## src/hdl/rsr_pkg.sv

```systemverilog
// Shared types, constants and codes for the replacement-selection run generator.
package rsr_pkg;

    localparam int SLOTS_DEF    = 16;
    localparam int KEY_BITS_DEF = 32;
    localparam int KEY_FIELD_W  = 32;
    localparam int PAY_W        = 64;
    localparam int RUN_W        = 16;

    localparam logic ACT_PUSH  = 1'b0;
    localparam logic ACT_FLUSH = 1'b1;

    typedef struct packed {
        logic                   action;
        logic [KEY_FIELD_W-1:0] record_key;
        logic [PAY_W-1:0]       record_payload;
    } rsr_in_t;

    typedef struct packed {
        logic [KEY_FIELD_W-1:0] out_key;
        logic [PAY_W-1:0]       out_payload;
        logic [RUN_W-1:0]       run_index;
        logic                   run_end;
        logic                   last;
    } rsr_out_t;

    typedef enum logic [1:0] {
        ST_IDLE,
        ST_DECIDE,
        ST_SCAN,
        ST_EMIT
    } rsr_state_t;

    typedef struct packed {
        logic take;
        logic fill;
        logic scan_start;
        logic emit;
    } rsr_cmd_t;

    typedef struct packed {
        logic flush;
        logic full;
        logic empty;
        logic scan_done;
        logic out_free;
        logic flush_last;
    } rsr_status_t;

endpackage

```

## src/hdl/rsr_if.sv

```systemverilog
// Request channel interfaces for records in and results out.
interface rsr_in_if;
    import rsr_pkg::*;
    logic    valid;
    logic    ready;
    rsr_in_t payload;
    modport source (output valid, output payload, input ready);
    modport sink (input valid, input payload, output ready);
endinterface

interface rsr_out_if;
    import rsr_pkg::*;
    logic     valid;
    logic     ready;
    rsr_out_t payload;
    modport source (output valid, output payload, input ready);
    modport sink (input valid, input payload, output ready);
endinterface

```

## src/hdl/replacement_selection_runs.sv

```systemverilog
// Top level of the replacement-selection run generator.
//
// Channels: records (sink) carries action, record_key, record_payload; results
// (source) carries out_key, out_payload, run_index, run_end, last. A request
// moves when valid and ready are both high at a rising clock edge.
// A push while the store holds fewer than SLOTS records is stored and gives
// no result. A push into a full store runs a comparator scan over all SLOTS
// entries, one memory read per cycle: the result is then loaded into the
// output register, and records is ready again in the cycle after that.
// A flush emits every stored record, one scan per record; the current run
// comes first, then the frozen records as a final run. A flush of an empty
// store gives no result.
// The output register lets the next request be accepted while a result
// waits; if results stalls, the block holds in its emit step until the
// register is free. Reset clears all occupancy and frozen flags at once;
// there is no clearing pass.
module replacement_selection_runs #(
    parameter int SLOTS    = rsr_pkg::SLOTS_DEF,
    parameter int KEY_BITS = rsr_pkg::KEY_BITS_DEF
) (
    input logic       clk,
    input logic       rst_n,
    rsr_in_if.sink    records,
    rsr_out_if.source results
);
    import rsr_pkg::*;

    rsr_cmd_t    cmd;
    rsr_status_t status;

    rsr_ctrl u_ctrl (
        .clk       (clk),
        .rst_n     (rst_n),
        .req_valid (records.valid),
        .req_ready (records.ready),
        .status    (status),
        .cmd       (cmd)
    );

    rsr_datapath #(
        .SLOTS    (SLOTS),
        .KEY_BITS (KEY_BITS)
    ) u_datapath (
        .clk       (clk),
        .rst_n     (rst_n),
        .cmd       (cmd),
        .status    (status),
        .req_data  (records.payload),
        .res_ready (results.ready),
        .res_valid (results.valid),
        .res_data  (results.payload)
    );

endmodule

```

## src/hdl/rsr_ctrl.sv

```systemverilog
// Controller state machine: sequences fill, minimum scan and emission.
module rsr_ctrl (
    input  logic                 clk,
    input  logic                 rst_n,
    input  logic                 req_valid,
    output logic                 req_ready,
    input  rsr_pkg::rsr_status_t status,
    output rsr_pkg::rsr_cmd_t    cmd
);
    import rsr_pkg::*;

    rsr_state_t state_reg;
    rsr_state_t state_next;

    always_ff @(posedge clk or negedge rst_n)
    begin
        if (!rst_n)
        begin
            state_reg <= ST_IDLE;
        end
        else
        begin
            state_reg <= state_next;
        end
    end

    always_comb
    begin
        state_next = state_reg;
        cmd        = '0;
        req_ready  = 1'b0;
        case (state_reg)
            ST_IDLE:
            begin
                req_ready = 1'b1;
                if (req_valid)
                begin
                    cmd.take   = 1'b1;
                    state_next = ST_DECIDE;
                end
            end
            ST_DECIDE:
            begin
                if (status.flush)
                begin
                    if (status.empty)
                    begin
                        state_next = ST_IDLE;
                    end
                    else
                    begin
                        cmd.scan_start = 1'b1;
                        state_next     = ST_SCAN;
                    end
                end
                else if (status.full)
                begin
                    cmd.scan_start = 1'b1;
                    state_next     = ST_SCAN;
                end
                else
                begin
                    cmd.fill   = 1'b1;
                    state_next = ST_IDLE;
                end
            end
            ST_SCAN:
            begin
                if (status.scan_done)
                begin
                    state_next = ST_EMIT;
                end
            end
            ST_EMIT:
            begin
                if (status.out_free)
                begin
                    cmd.emit = 1'b1;
                    if (status.flush && !status.flush_last)
                    begin
                        cmd.scan_start = 1'b1;
                        state_next     = ST_SCAN;
                    end
                    else
                    begin
                        state_next = ST_IDLE;
                    end
                end
            end
            default:
            begin
                state_next = ST_IDLE;
            end
        endcase
    end

endmodule

```

## src/hdl/rsr_datapath.sv

```systemverilog
// Datapath: record store, sequential minimum scan, counters and output register.
module rsr_datapath #(
    parameter int SLOTS    = rsr_pkg::SLOTS_DEF,
    parameter int KEY_BITS = rsr_pkg::KEY_BITS_DEF
) (
    input  logic                 clk,
    input  logic                 rst_n,
    input  rsr_pkg::rsr_cmd_t    cmd,
    output rsr_pkg::rsr_status_t status,
    input  rsr_pkg::rsr_in_t     req_data,
    input  logic                 res_ready,
    output logic                 res_valid,
    output rsr_pkg::rsr_out_t    res_data
);
    import rsr_pkg::*;

    localparam int KEY_W = (KEY_BITS < KEY_FIELD_W) ? KEY_BITS : KEY_FIELD_W;
    localparam int IDX_W = (SLOTS > 1) ? $clog2(SLOTS) : 1;
    localparam int CNT_W = $clog2(SLOTS + 1);
    localparam logic [IDX_W-1:0] LAST_IDX = IDX_W'(SLOTS - 1);
    localparam logic [CNT_W-1:0] FULL_CNT = CNT_W'(SLOTS);
    localparam logic [CNT_W-1:0] ONE_CNT  = CNT_W'(1);

    logic [KEY_W-1:0] key_mem [SLOTS];
    logic [PAY_W-1:0] pay_mem [SLOTS];

    logic             in_flush_reg;
    logic [KEY_W-1:0] in_key_reg;
    logic [PAY_W-1:0] in_pay_reg;

    logic [CNT_W-1:0] fill_reg, fill_next;
    logic [CNT_W-1:0] unfrozen_reg, unfrozen_next;
    logic [SLOTS-1:0] occ_reg, occ_next;
    logic [SLOTS-1:0] frz_reg, frz_next;
    logic [RUN_W-1:0] run_reg, run_next;

    logic [IDX_W-1:0] scan_idx_reg;
    logic             issue_reg;
    logic             rd_valid_reg;
    logic [IDX_W-1:0] rd_idx_reg;
    logic [KEY_W-1:0] rd_key_reg;
    logic [PAY_W-1:0] rd_pay_reg;

    logic             found_reg;
    logic [IDX_W-1:0] best_idx_reg;
    logic [KEY_W-1:0] best_key_reg;
    logic [PAY_W-1:0] best_pay_reg;

    logic             out_valid_reg;
    rsr_out_t         out_data_reg;

    logic             want;
    logic             cand;
    logic             better;
    logic             new_frozen;
    logic             flush_last;
    logic             run_end;
    logic             wr_en;
    logic [IDX_W-1:0] wr_addr;
    logic [IDX_W-1:0] fill_idx;

    // frozen group is drained once the unfrozen group is empty
    assign want       = in_flush_reg && (unfrozen_reg == '0);
    assign cand       = rd_valid_reg && occ_reg[rd_idx_reg] && (frz_reg[rd_idx_reg] == want);
    assign better     = cand && (!found_reg || (rd_key_reg < best_key_reg));
    assign new_frozen = in_key_reg < best_key_reg;
    assign flush_last = fill_reg == ONE_CNT;
    assign run_end    = in_flush_reg ? (want ? flush_last : (unfrozen_reg == ONE_CNT))
                                     : ((unfrozen_reg == ONE_CNT) && new_frozen);
    assign fill_idx   = fill_reg[IDX_W-1:0];
    assign wr_en      = cmd.fill || (cmd.emit && !in_flush_reg);
    assign wr_addr    = cmd.fill ? fill_idx : best_idx_reg;

    assign status.flush      = in_flush_reg;
    assign status.full       = fill_reg == FULL_CNT;
    assign status.empty      = fill_reg == '0;
    assign status.scan_done  = !issue_reg && !rd_valid_reg;
    assign status.out_free   = !out_valid_reg || res_ready;
    assign status.flush_last = flush_last;

    assign res_valid = out_valid_reg;
    assign res_data  = out_data_reg;

    always_ff @(posedge clk)
    begin
        if (wr_en)
        begin
            key_mem[wr_addr] <= in_key_reg;
            pay_mem[wr_addr] <= in_pay_reg;
        end
        rd_key_reg <= key_mem[scan_idx_reg];
        rd_pay_reg <= pay_mem[scan_idx_reg];
    end

    always_comb
    begin
        occ_next      = occ_reg;
        frz_next      = frz_reg;
        fill_next     = fill_reg;
        unfrozen_next = unfrozen_reg;
        run_next      = run_reg;
        if (cmd.fill)
        begin
            occ_next[fill_idx] = 1'b1;
            frz_next[fill_idx] = 1'b0;
            fill_next          = fill_reg + ONE_CNT;
            unfrozen_next      = unfrozen_reg + ONE_CNT;
        end
        if (cmd.emit)
        begin
            if (run_end)
            begin
                run_next = run_reg + RUN_W'(1);
            end
            if (!in_flush_reg)
            begin
                if (run_end)
                begin
                    frz_next      = '0;
                    unfrozen_next = fill_reg;
                end
                else if (new_frozen)
                begin
                    frz_next[best_idx_reg] = 1'b1;
                    unfrozen_next          = unfrozen_reg - ONE_CNT;
                end
            end
            else
            begin
                occ_next[best_idx_reg] = 1'b0;
                fill_next              = fill_reg - ONE_CNT;
                if (!want)
                begin
                    unfrozen_next = unfrozen_reg - ONE_CNT;
                end
                if (flush_last)
                begin
                    frz_next = '0;
                end
            end
        end
    end

    always_ff @(posedge clk or negedge rst_n)
    begin
        if (!rst_n)
        begin
            fill_reg      <= '0;
            unfrozen_reg  <= '0;
            occ_reg       <= '0;
            frz_reg       <= '0;
            run_reg       <= '0;
            in_flush_reg  <= 1'b0;
            scan_idx_reg  <= '0;
            issue_reg     <= 1'b0;
            rd_valid_reg  <= 1'b0;
            found_reg     <= 1'b0;
            out_valid_reg <= 1'b0;
        end
        else
        begin
            fill_reg     <= fill_next;
            unfrozen_reg <= unfrozen_next;
            occ_reg      <= occ_next;
            frz_reg      <= frz_next;
            run_reg      <= run_next;
            if (cmd.take)
            begin
                in_flush_reg <= req_data.action == ACT_FLUSH;
            end
            if (cmd.scan_start)
            begin
                scan_idx_reg <= '0;
                issue_reg    <= 1'b1;
            end
            else if (issue_reg)
            begin
                if (scan_idx_reg == LAST_IDX)
                begin
                    issue_reg <= 1'b0;
                end
                else
                begin
                    scan_idx_reg <= scan_idx_reg + IDX_W'(1);
                end
            end
            rd_valid_reg <= issue_reg;
            if (cmd.scan_start)
            begin
                found_reg <= 1'b0;
            end
            else if (better)
            begin
                found_reg <= 1'b1;
            end
            if (cmd.emit)
            begin
                out_valid_reg <= 1'b1;
            end
            else if (res_ready)
            begin
                out_valid_reg <= 1'b0;
            end
        end
    end

    always_ff @(posedge clk)
    begin
        if (cmd.take)
        begin
            in_key_reg <= req_data.record_key[KEY_W-1:0];
            in_pay_reg <= req_data.record_payload;
        end
        rd_idx_reg <= scan_idx_reg;
        if (better)
        begin
            best_idx_reg <= rd_idx_reg;
            best_key_reg <= rd_key_reg;
            best_pay_reg <= rd_pay_reg;
        end
        if (cmd.emit)
        begin
            out_data_reg.out_key     <= KEY_FIELD_W'(best_key_reg);
            out_data_reg.out_payload <= best_pay_reg;
            out_data_reg.run_index   <= run_reg;
            out_data_reg.run_end     <= run_end;
            out_data_reg.last        <= in_flush_reg ? flush_last : 1'b1;
        end
    end

`ifndef SYNTH
    a_fill_bound: assert property (@(posedge clk) disable iff (!rst_n)
        fill_reg <= FULL_CNT)
        else $error("fill count above store depth");
    a_unfrozen_bound: assert property (@(posedge clk) disable iff (!rst_n)
        unfrozen_reg <= fill_reg)
        else $error("unfrozen count above fill count");
    a_emit_found: assert property (@(posedge clk) disable iff (!rst_n)
        cmd.emit |-> found_reg)
        else $error("emit without a selected slot");
    a_emit_free: assert property (@(posedge clk) disable iff (!rst_n)
        cmd.emit |-> (!out_valid_reg || res_ready))
        else $error("emit overwrote a pending result");
    a_push_full: assert property (@(posedge clk) disable iff (!rst_n)
        (cmd.emit && !in_flush_reg) |-> (fill_reg == FULL_CNT))
        else $error("push emitted from a partly filled store");
`endif

endmodule

```

## src/flat_wrapper.sv

```systemverilog
// flat-port wrapper written by rule: the top's interface ports become plain ports
module replacement_selection_runs_flat import rsr_pkg::*;
#(
    parameter int SLOTS    = rsr_pkg::SLOTS_DEF,
    parameter int KEY_BITS = rsr_pkg::KEY_BITS_DEF
)
  (clk, rst_n, records_valid, records_payload, records_ready, results_valid, results_payload, results_ready);
  rsr_in_if records_i ();
  rsr_out_if results_i ();
  input logic clk;
  input logic rst_n;
  input wire logic [$bits(records_i.valid)-1:0] records_valid;
  input wire logic [$bits(records_i.payload)-1:0] records_payload;
  output wire logic [$bits(records_i.ready)-1:0] records_ready;
  output wire logic [$bits(results_i.valid)-1:0] results_valid;
  output wire logic [$bits(results_i.payload)-1:0] results_payload;
  input wire logic [$bits(results_i.ready)-1:0] results_ready;
  assign records_i.valid = records_valid;
  assign records_i.payload = records_payload;
  assign records_ready = records_i.ready;
  assign results_valid = results_i.valid;
  assign results_payload = results_i.payload;
  assign results_i.ready = results_ready;
  replacement_selection_runs #(.SLOTS(SLOTS), .KEY_BITS(KEY_BITS)) u_core (.clk(clk), .rst_n(rst_n), .records(records_i), .results(results_i));
endmodule
```

## config.mk

```make
export PLATFORM = sky130hd
export DESIGN_NAME = replacement_selection_runs_flat
export DESIGN_NICKNAME = d
export VERILOG_FILES = /design/src/hdl/rsr_pkg.sv /design/src/hdl/rsr_if.sv /design/src/hdl/replacement_selection_runs.sv /design/src/hdl/rsr_ctrl.sv /design/src/hdl/rsr_datapath.sv /design/src/flat_wrapper.sv
export SDC_FILE = /design/constraint.sdc
export NUM_CORES = 2
export LEC_CHECK = 0
export BUFFER_PORTS_ARGS = -buffer_cell sky130_fd_sc_hd__buf_4
export CAP_MARGIN = 5
export CORE_ASPECT_RATIO = 0.7
export CORE_MARGIN = 2
export CORE_UTILIZATION = 55
export DETAILED_ROUTE_END_ITERATION = 8
export HOLD_SLACK_MARGIN = 0.03
export PLACE_DENSITY = 0.75
export SETUP_SLACK_MARGIN = 0.1
export SLEW_MARGIN = 10
export SYNTH_ARGS = -nofsm -noshare
export SYNTH_HDL_FRONTEND = slang
export SYNTH_SLANG_ARGS = --single-unit
```

## constraint.sdc

```tcl
create_clock -name clk -period 9 [get_ports clk]
set_input_delay 0.9 -clock clk [delete_from_list [all_inputs] [get_ports clk]]
set_output_delay 0.9 -clock clk [all_outputs]
set_load 0.03 [all_outputs]
```

# Yosys cells after proc, flatten, opt, wreduce, memory -nomap -nowiden
# Memories as Yosys holds them, arrays and structs flattened. A register that Yosys moved wholly into a read port is not among the register bits.
# Index checks and enable logic that the tools add are counted.
# W data, S select, Z words.
[word_totals] register_bits=383 ramBits=1536 out_inout_bits=116 n_memories=2
[memory_table] memory="u_core.u_datapath.pay_mem" words=16 word_bits=64 rd=1 rd_ports_with_merged_regs=1 write_ports=1 line_no="rsr_datapath.sv:25" source="logic [PAY_W-1:0] pay_mem [SLOTS];"
[memory_table] memory="u_core.u_datapath.key_mem" words=16 word_bits=32 rd=1 rd_ports_with_merged_regs=1 write_ports=1 line_no="rsr_datapath.sv:24" source="logic [KEY_W-1:0] key_mem [SLOTS];"
[op_classes] add_sub_neg=6 n_lt_le_gt_ge=7 eq_ne=12 mux=62 bitwise_logic=6 n_reduce_logical=28
[ops] op="$mux W16" n=9
[ops] op="$lt A32 B32 Y1" n=2
[ops] op="$mux W5" n=9
[ops] op="$and A16 B16 Y16" n=2
[ops] op="$not A16 Y16" n=2
[ops] op="$or A16 B16 Y16" n=2
[ops] op="$mux W1" n=26
[ops] op="$add A16 B1 Y16 const B" n=1
[ops] op="$mux W2" n=8
[ops] op="$mux W4" n=4
[ops] op="$lt A4 B5 Y1 const B" n=3
[ops] op="$add A5 B1 Y5 const B" n=2
[ops] op="$eq A5 B1 Y1 const B" n=2
[ops] op="$logic_and A1 B1 Y1" n=10
[ops] op="$logic_not A5 Y1" n=2
[ops] op="$sub A5 B1 Y5 const B" n=2
[ops] op="$bmux W1 S4" n=2
[ops] op="$demux W1 S4" n=2
[ops] op="$ge A4 B1 Y1 const B" n=2
[ops] op="$pmux W2 S4" n=1
[ops] op="$logic_not A1 Y1" n=6
[ops] op="$ne A2 B1 Y1 const B" n=3
[ops] op="$reduce_bool A2 Y1" n=3
[ops] op="$eq A5 B5 Y1 const B" n=1
[ops] op="other kinds (11)" n=15

# Logic depth before layout (Yosys ltp)
[depth] word_depth=12 ltp_mapped=12

# Modules after synthesis
# From an unflattened synthesis, not the netlist that was laid out.
[unflattened] cells_unflattened=3163 hier_area_um2=74258.7
[modules_own_cells] module="rsr_datapath" instances=1 cells_each=3146 area_each_um2=74114.8 seq_area_each_um2=59111.7
[modules_own_cells] module="rsr_ctrl" instances=1 cells_each=17 area_each_um2=143.9 seq_area_each_um2=50.0

# Least setup slack after synthesis
# OpenSTA, ideal clock, no wires.
[synth_timing] path_type="input port to flip-flop" startpoint="in results_ready" endpoint="mem u_core.u_datapath.key_mem[3][0] (netlist name) (enable)" setup_time_ns=0.552 t_arrival_ns=9.172 t_required_ns=8.448 slack_ns=-0.723 stages=7 n_path_buf=1 cell_sequence="nand2b_1 nand3_1 inv_1 clkbuf_1 a32o_1 nand2_1 nor2_1"
[synth_rtl] element="start: declaration" line_no="flat_wrapper.sv:17" source="input wire logic [$bits(results_i.ready)-1:0] results_ready;"
[synth_rtl] element="end: declaration" line_no="rsr_datapath.sv:24"

# Worst setup path after layout
[layout_timing] startpoint="reg u_core.u_datapath.in_key_reg[29]" endpoint="reg u_core.u_datapath.unfrozen_reg[2]"
[layout_between] elab_chain_len=6
[layout_rtl] element="start: declaration" line_no="rsr_datapath.sv:28" source="logic [KEY_W-1:0] in_key_reg;"
[layout_rtl] element="start signal: assignment" line_no="rsr_datapath.sv:211" source="in_key_reg <= req_data.record_key[KEY_W-1:0];"
[layout_rtl] element="$lt A32 B32 Y1 *" line_no="rsr_datapath.sv:66" source="assign new_frozen = in_key_reg < best_key_reg;"
[layout_rtl] element="$logic_and A1 B1 Y1" line_no="rsr_datapath.sv:69" source=": ((unfrozen_reg == ONE_CNT) && new_frozen);"
[layout_rtl] element="$mux W1" line_no="rsr_datapath.sv:68" source="assign run_end = in_flush_reg ? (want ? flush_last : (unfrozen_reg == ONE_CNT))"
[layout_rtl] element="$mux W5 *" line_no="rsr_datapath.sv:117" source="if (run_end)"
[layout_rtl] element="$mux W5 *" line_no="rsr_datapath.sv:115" source="if (!in_flush_reg)"
[layout_rtl] element="$mux W5 *" line_no="rsr_datapath.sv:109" source="if (cmd.emit)"
[layout_rtl] element="named net u_core.u_datapath.unfrozen_next[2]" line_no="rsr_datapath.sv:32" source="logic [CNT_W-1:0] unfrozen_reg, unfrozen_next;"
[layout_rtl] element="end signal: assignment" line_no="rsr_datapath.sv:163" source="unfrozen_reg <= unfrozen_next;"
[layout_rtl] element="end: declaration" line_no="rsr_datapath.sv:32"
# Mark *: on every way through the listed nets, which the timed path passes. The rest lies on a longest branch.
# A chain may end at the register's enable or synchronous reset.

==> flow_summary_export.csv <==
group,metric,value,unit
run_status,status,"complete, no violations",
synthesis,synth_flop_cell,"edfxtp_1",
power_and_ir_drop,leakagePower,27.1,nW
synthesis,synth-compound-area-share,1.26,%
routing,routed_via_density,6.31,
timing,fin_ws,4.18,ns
routing,drt_iter0_markers,4277,
synthesis,synth_mux_area_share,15.0,%
timing,final.setup.tns,0,ns
routing,ant_nets,0,
global_routing,grt_max_degree,122,
synthesis,async_flop_share,3.42,%
timing,tightest_slew,1.19,ns
final_layout,utilization,62.9,%
synthesis,synth.area.top_cells,"edfxtp_1, mux4_2, dfxtp_1",
final_layout,fin_nets,3605,
final_layout,areaGrowthSynthToFinish,13.3,%
timing,max_freq,208,MHz
critical_path,worstPathArrival,5.55,ns
timing,min_period,4.82,ns
synthesis,synth-edff-count,1846,
synthesis,synth_top_family_by_area,"multiplexers",
cts,cts_tree,"done",
critical_path,crit_path_start_kind,"register",
routing,vias,33800,
place,port_buffers,216,
routing,drt_wl_total,163000,um
synthesis,seq_area_frac_synth,79.9,%
cts,path_clk_slew,0.07,ns
timing,post-route-period-util,53.5,%
cts,postCtsSetupRepairBufs,0,
power_and_ir_drop,p_per_area,325,nW/um^2
floorplanning,initial_core_util,55.5,%
timing,setup_viol,0,
critical_path,critPathMaxFanout,17,
place,placed_cells_incl_taps,5022,
final_layout,largest_reg_flops,1024,
timing,maxSlewViolCount,0,
global_routing,grt_pass1_wl,240000,um
synthesis,synth-xor-area-share,0.331,%
cts,clkSinkCount,2015,
final_layout,drive_above_1_share,29.2,%
critical_path,end_kind,"register",
global_routing,grt_use_total,24.1,%
synthesis,mappedNetlistNets,3302,
global_routing,grt_pass1_vias,35000,
floorplanning,die_area,138000,sq um
synthesis,ys_types,61,
place,post-place-ws,4.29,ns
cts,cts_resized,0,
synthesis,yosys-top-cells-count,"edfxtp_1, mux4_2, dfxtp_1",
critical_path,critPathKind,"reg -> reg",
final_layout,top_register,"u_core.u_datapath.pay_mem",
worst_hold_path,hold_class,"in -> async",
synthesis,synth.most_common_cell,"edfxtp_1",
synthesis,synth_top_area_cell,"edfxtp_1",
synthesis,yosys.area_share.simple,1.34,%
routing,routedWlPerCell,30.5,um
synthesis,syn_inst,3130,
final_layout,fill_cells,8488,
floorplanning,die_w,443,um
cts,cts_buffers,176,
synthesis,syn_area_per_cell,23.7,sq um
floorplanning,core_region_area,133000,sq um
cts,ctsRootBufferMaster,"clkbuf_16",
cts,holdBufCountCts,0,
floorplanning,die_h,311,um
routing,firstDrtPassIters,5,
synthesis,syn_area,74100,sq um
place,dp_hpwl,82100,um
synthesis,ys_warn_count,0,
cts,htree_levels,4,
routing,remaining_drc_errors,0,
cts,cts_max_path_buffers,3,
global_routing,grt_overflow,0,
floorplanning,ios,217,
timing,rsz0062_at_grt,"no",
place,gp_congestion,0.867,
cts,clk-insertion-delay-late,0.81,ns
global_routing,antenna_found_initial,10,
synthesis,synthAdderAreaFrac,1.20,%
synthesis,ys_seq_elements,2015,
floorplanning,fp-row-count,112,
timing,hold_violations,0,
power_and_ir_drop,vdd_ir_drop_max,0.384,mV
synthesis,yosysTopAreaCellShare,74.9,%
critical_path,crit_required,9.73,ns
run,maxCapViolCount,0,
timing,fin_worst_skew,0.0368,ns
timing,slew_headroom,20.4,%
final_layout,final_cells,5359,
-- critical path, stage by stage (launching register included) --
cell	delay [ns]
edfxtp_1	0.67
ha_1	0.44
nand4_1	0.23
nor4_1	0.77
nand4_1	0.37
a31oi_1	0.92
or2_1	0.54
mux2i_1	0.19
or4b_1	0.52
nand3_1	0.09
-- per-layer routing --
metal	global-route usage [%]	share of wire, %	vias to the layer above
met5	0	0.0098	-
met2	37.8	49	1771
met3	4.74	8.4	243
li1	-	-	13800
met1	35.0	41	18000
met4	6.92	2.3	4
-- placed cells by master, fill, tap and decap left out, types with 8 or more instances in the layout --
master / n
buf_12: 13
dfxtp_1: 100
nor2_1: 44
mux4_2: 490
a21oi_1: 41
xor2_1: 8
nor3_1: 8
clkinv_2: 28
clkinv_1: 25
clkbuf_1: 47
xnor2_1: 20
edfxtp_1: 1846
clkbuf_8: 15
inv_1: 38
nor2_4: 16
nand2b_1: 10
clkbuf_16: 176
o21ai_0: 18
nand4_1: 21
nand3_1: 28
dfrtp_1: 65
a21o_1: 11
buf_4: 251
ha_1: 71
nand2_1: 37
a31oi_1: 21
bufinv_16: 18
a22oi_1: 17
-- where the power goes --
| part | internal, mW | total, mW | switching (mW) |
|---|---|---|---|
| clock network | 4.29 | 7.68 | 3.39 |
| registers | 12.1 | 13.2 | 1.11 |
| logic | 2.89 | 6.36 | 3.47 |
| total | 19.3 | 27.3 | 7.97 |
-- cells by family (layout without fill, tap and decap cells) --
logic type,Yosys count,in the layout
xor gates and xnor gates,28,28
muxes,498,498
other,0,5
buffers and inverters,178,635
AOI/OAI and AO/OA,141,141
adders and majority gates,71,71
and+or+nand+nor,199,199
DFF,2015,2015
-- through the flow --
stage,power [mW],cell area [sq um],hold slack [ns]
after floorplan,17.5,74100,0.342
after global placement,19.6,78000,0.389
after detailed placement,19.7,78000,0.389
after CTS,27.5,83900,0.198
after global routing,28.3,83900,0.226
final,27.3,83900,0.202
-- layout make-up --
cell class	count	area [sq um]	area share (%)
diodes	5	12.5	0.0149
flip-flops and latches	2015	59200	70.5
well taps	1767	2210	2.63
repair buffers	264	2140	2.56
multi-input cells	937	14300	17.1
inverters	39	151	0.180
clock inverters	94	1100	1.31
clock buffers	238	4790	5.70
-- path summary, 6_finish.rpt --
path | start | end | slack (ns) | cells after the start
hold reg to reg | u_core.u_datapath.rd_pay_reg[5] | u_core.u_datapath.best_pay_reg[5] | 0.40 | 0
max in group asynchronous | rst_n | u_core.u_datapath.scan_idx_reg[3] | 8.14 | 1
min in group clk | records_payload[46] | u_core.u_datapath.in_pay_reg[46] | 0.26 | 1
hold / removal | rst_n | u_core.u_datapath.frz_reg[8] | 0.20 | 1
setup / recovery | u_core.u_datapath.in_key_reg[29] | u_core.u_datapath.unfrozen_reg[2] | 4.18 | 9
setup reg to reg | u_core.u_datapath.in_key_reg[29] | u_core.u_datapath.unfrozen_reg[2] | 4.18 | 9
(Power assumes the default switching activity.)
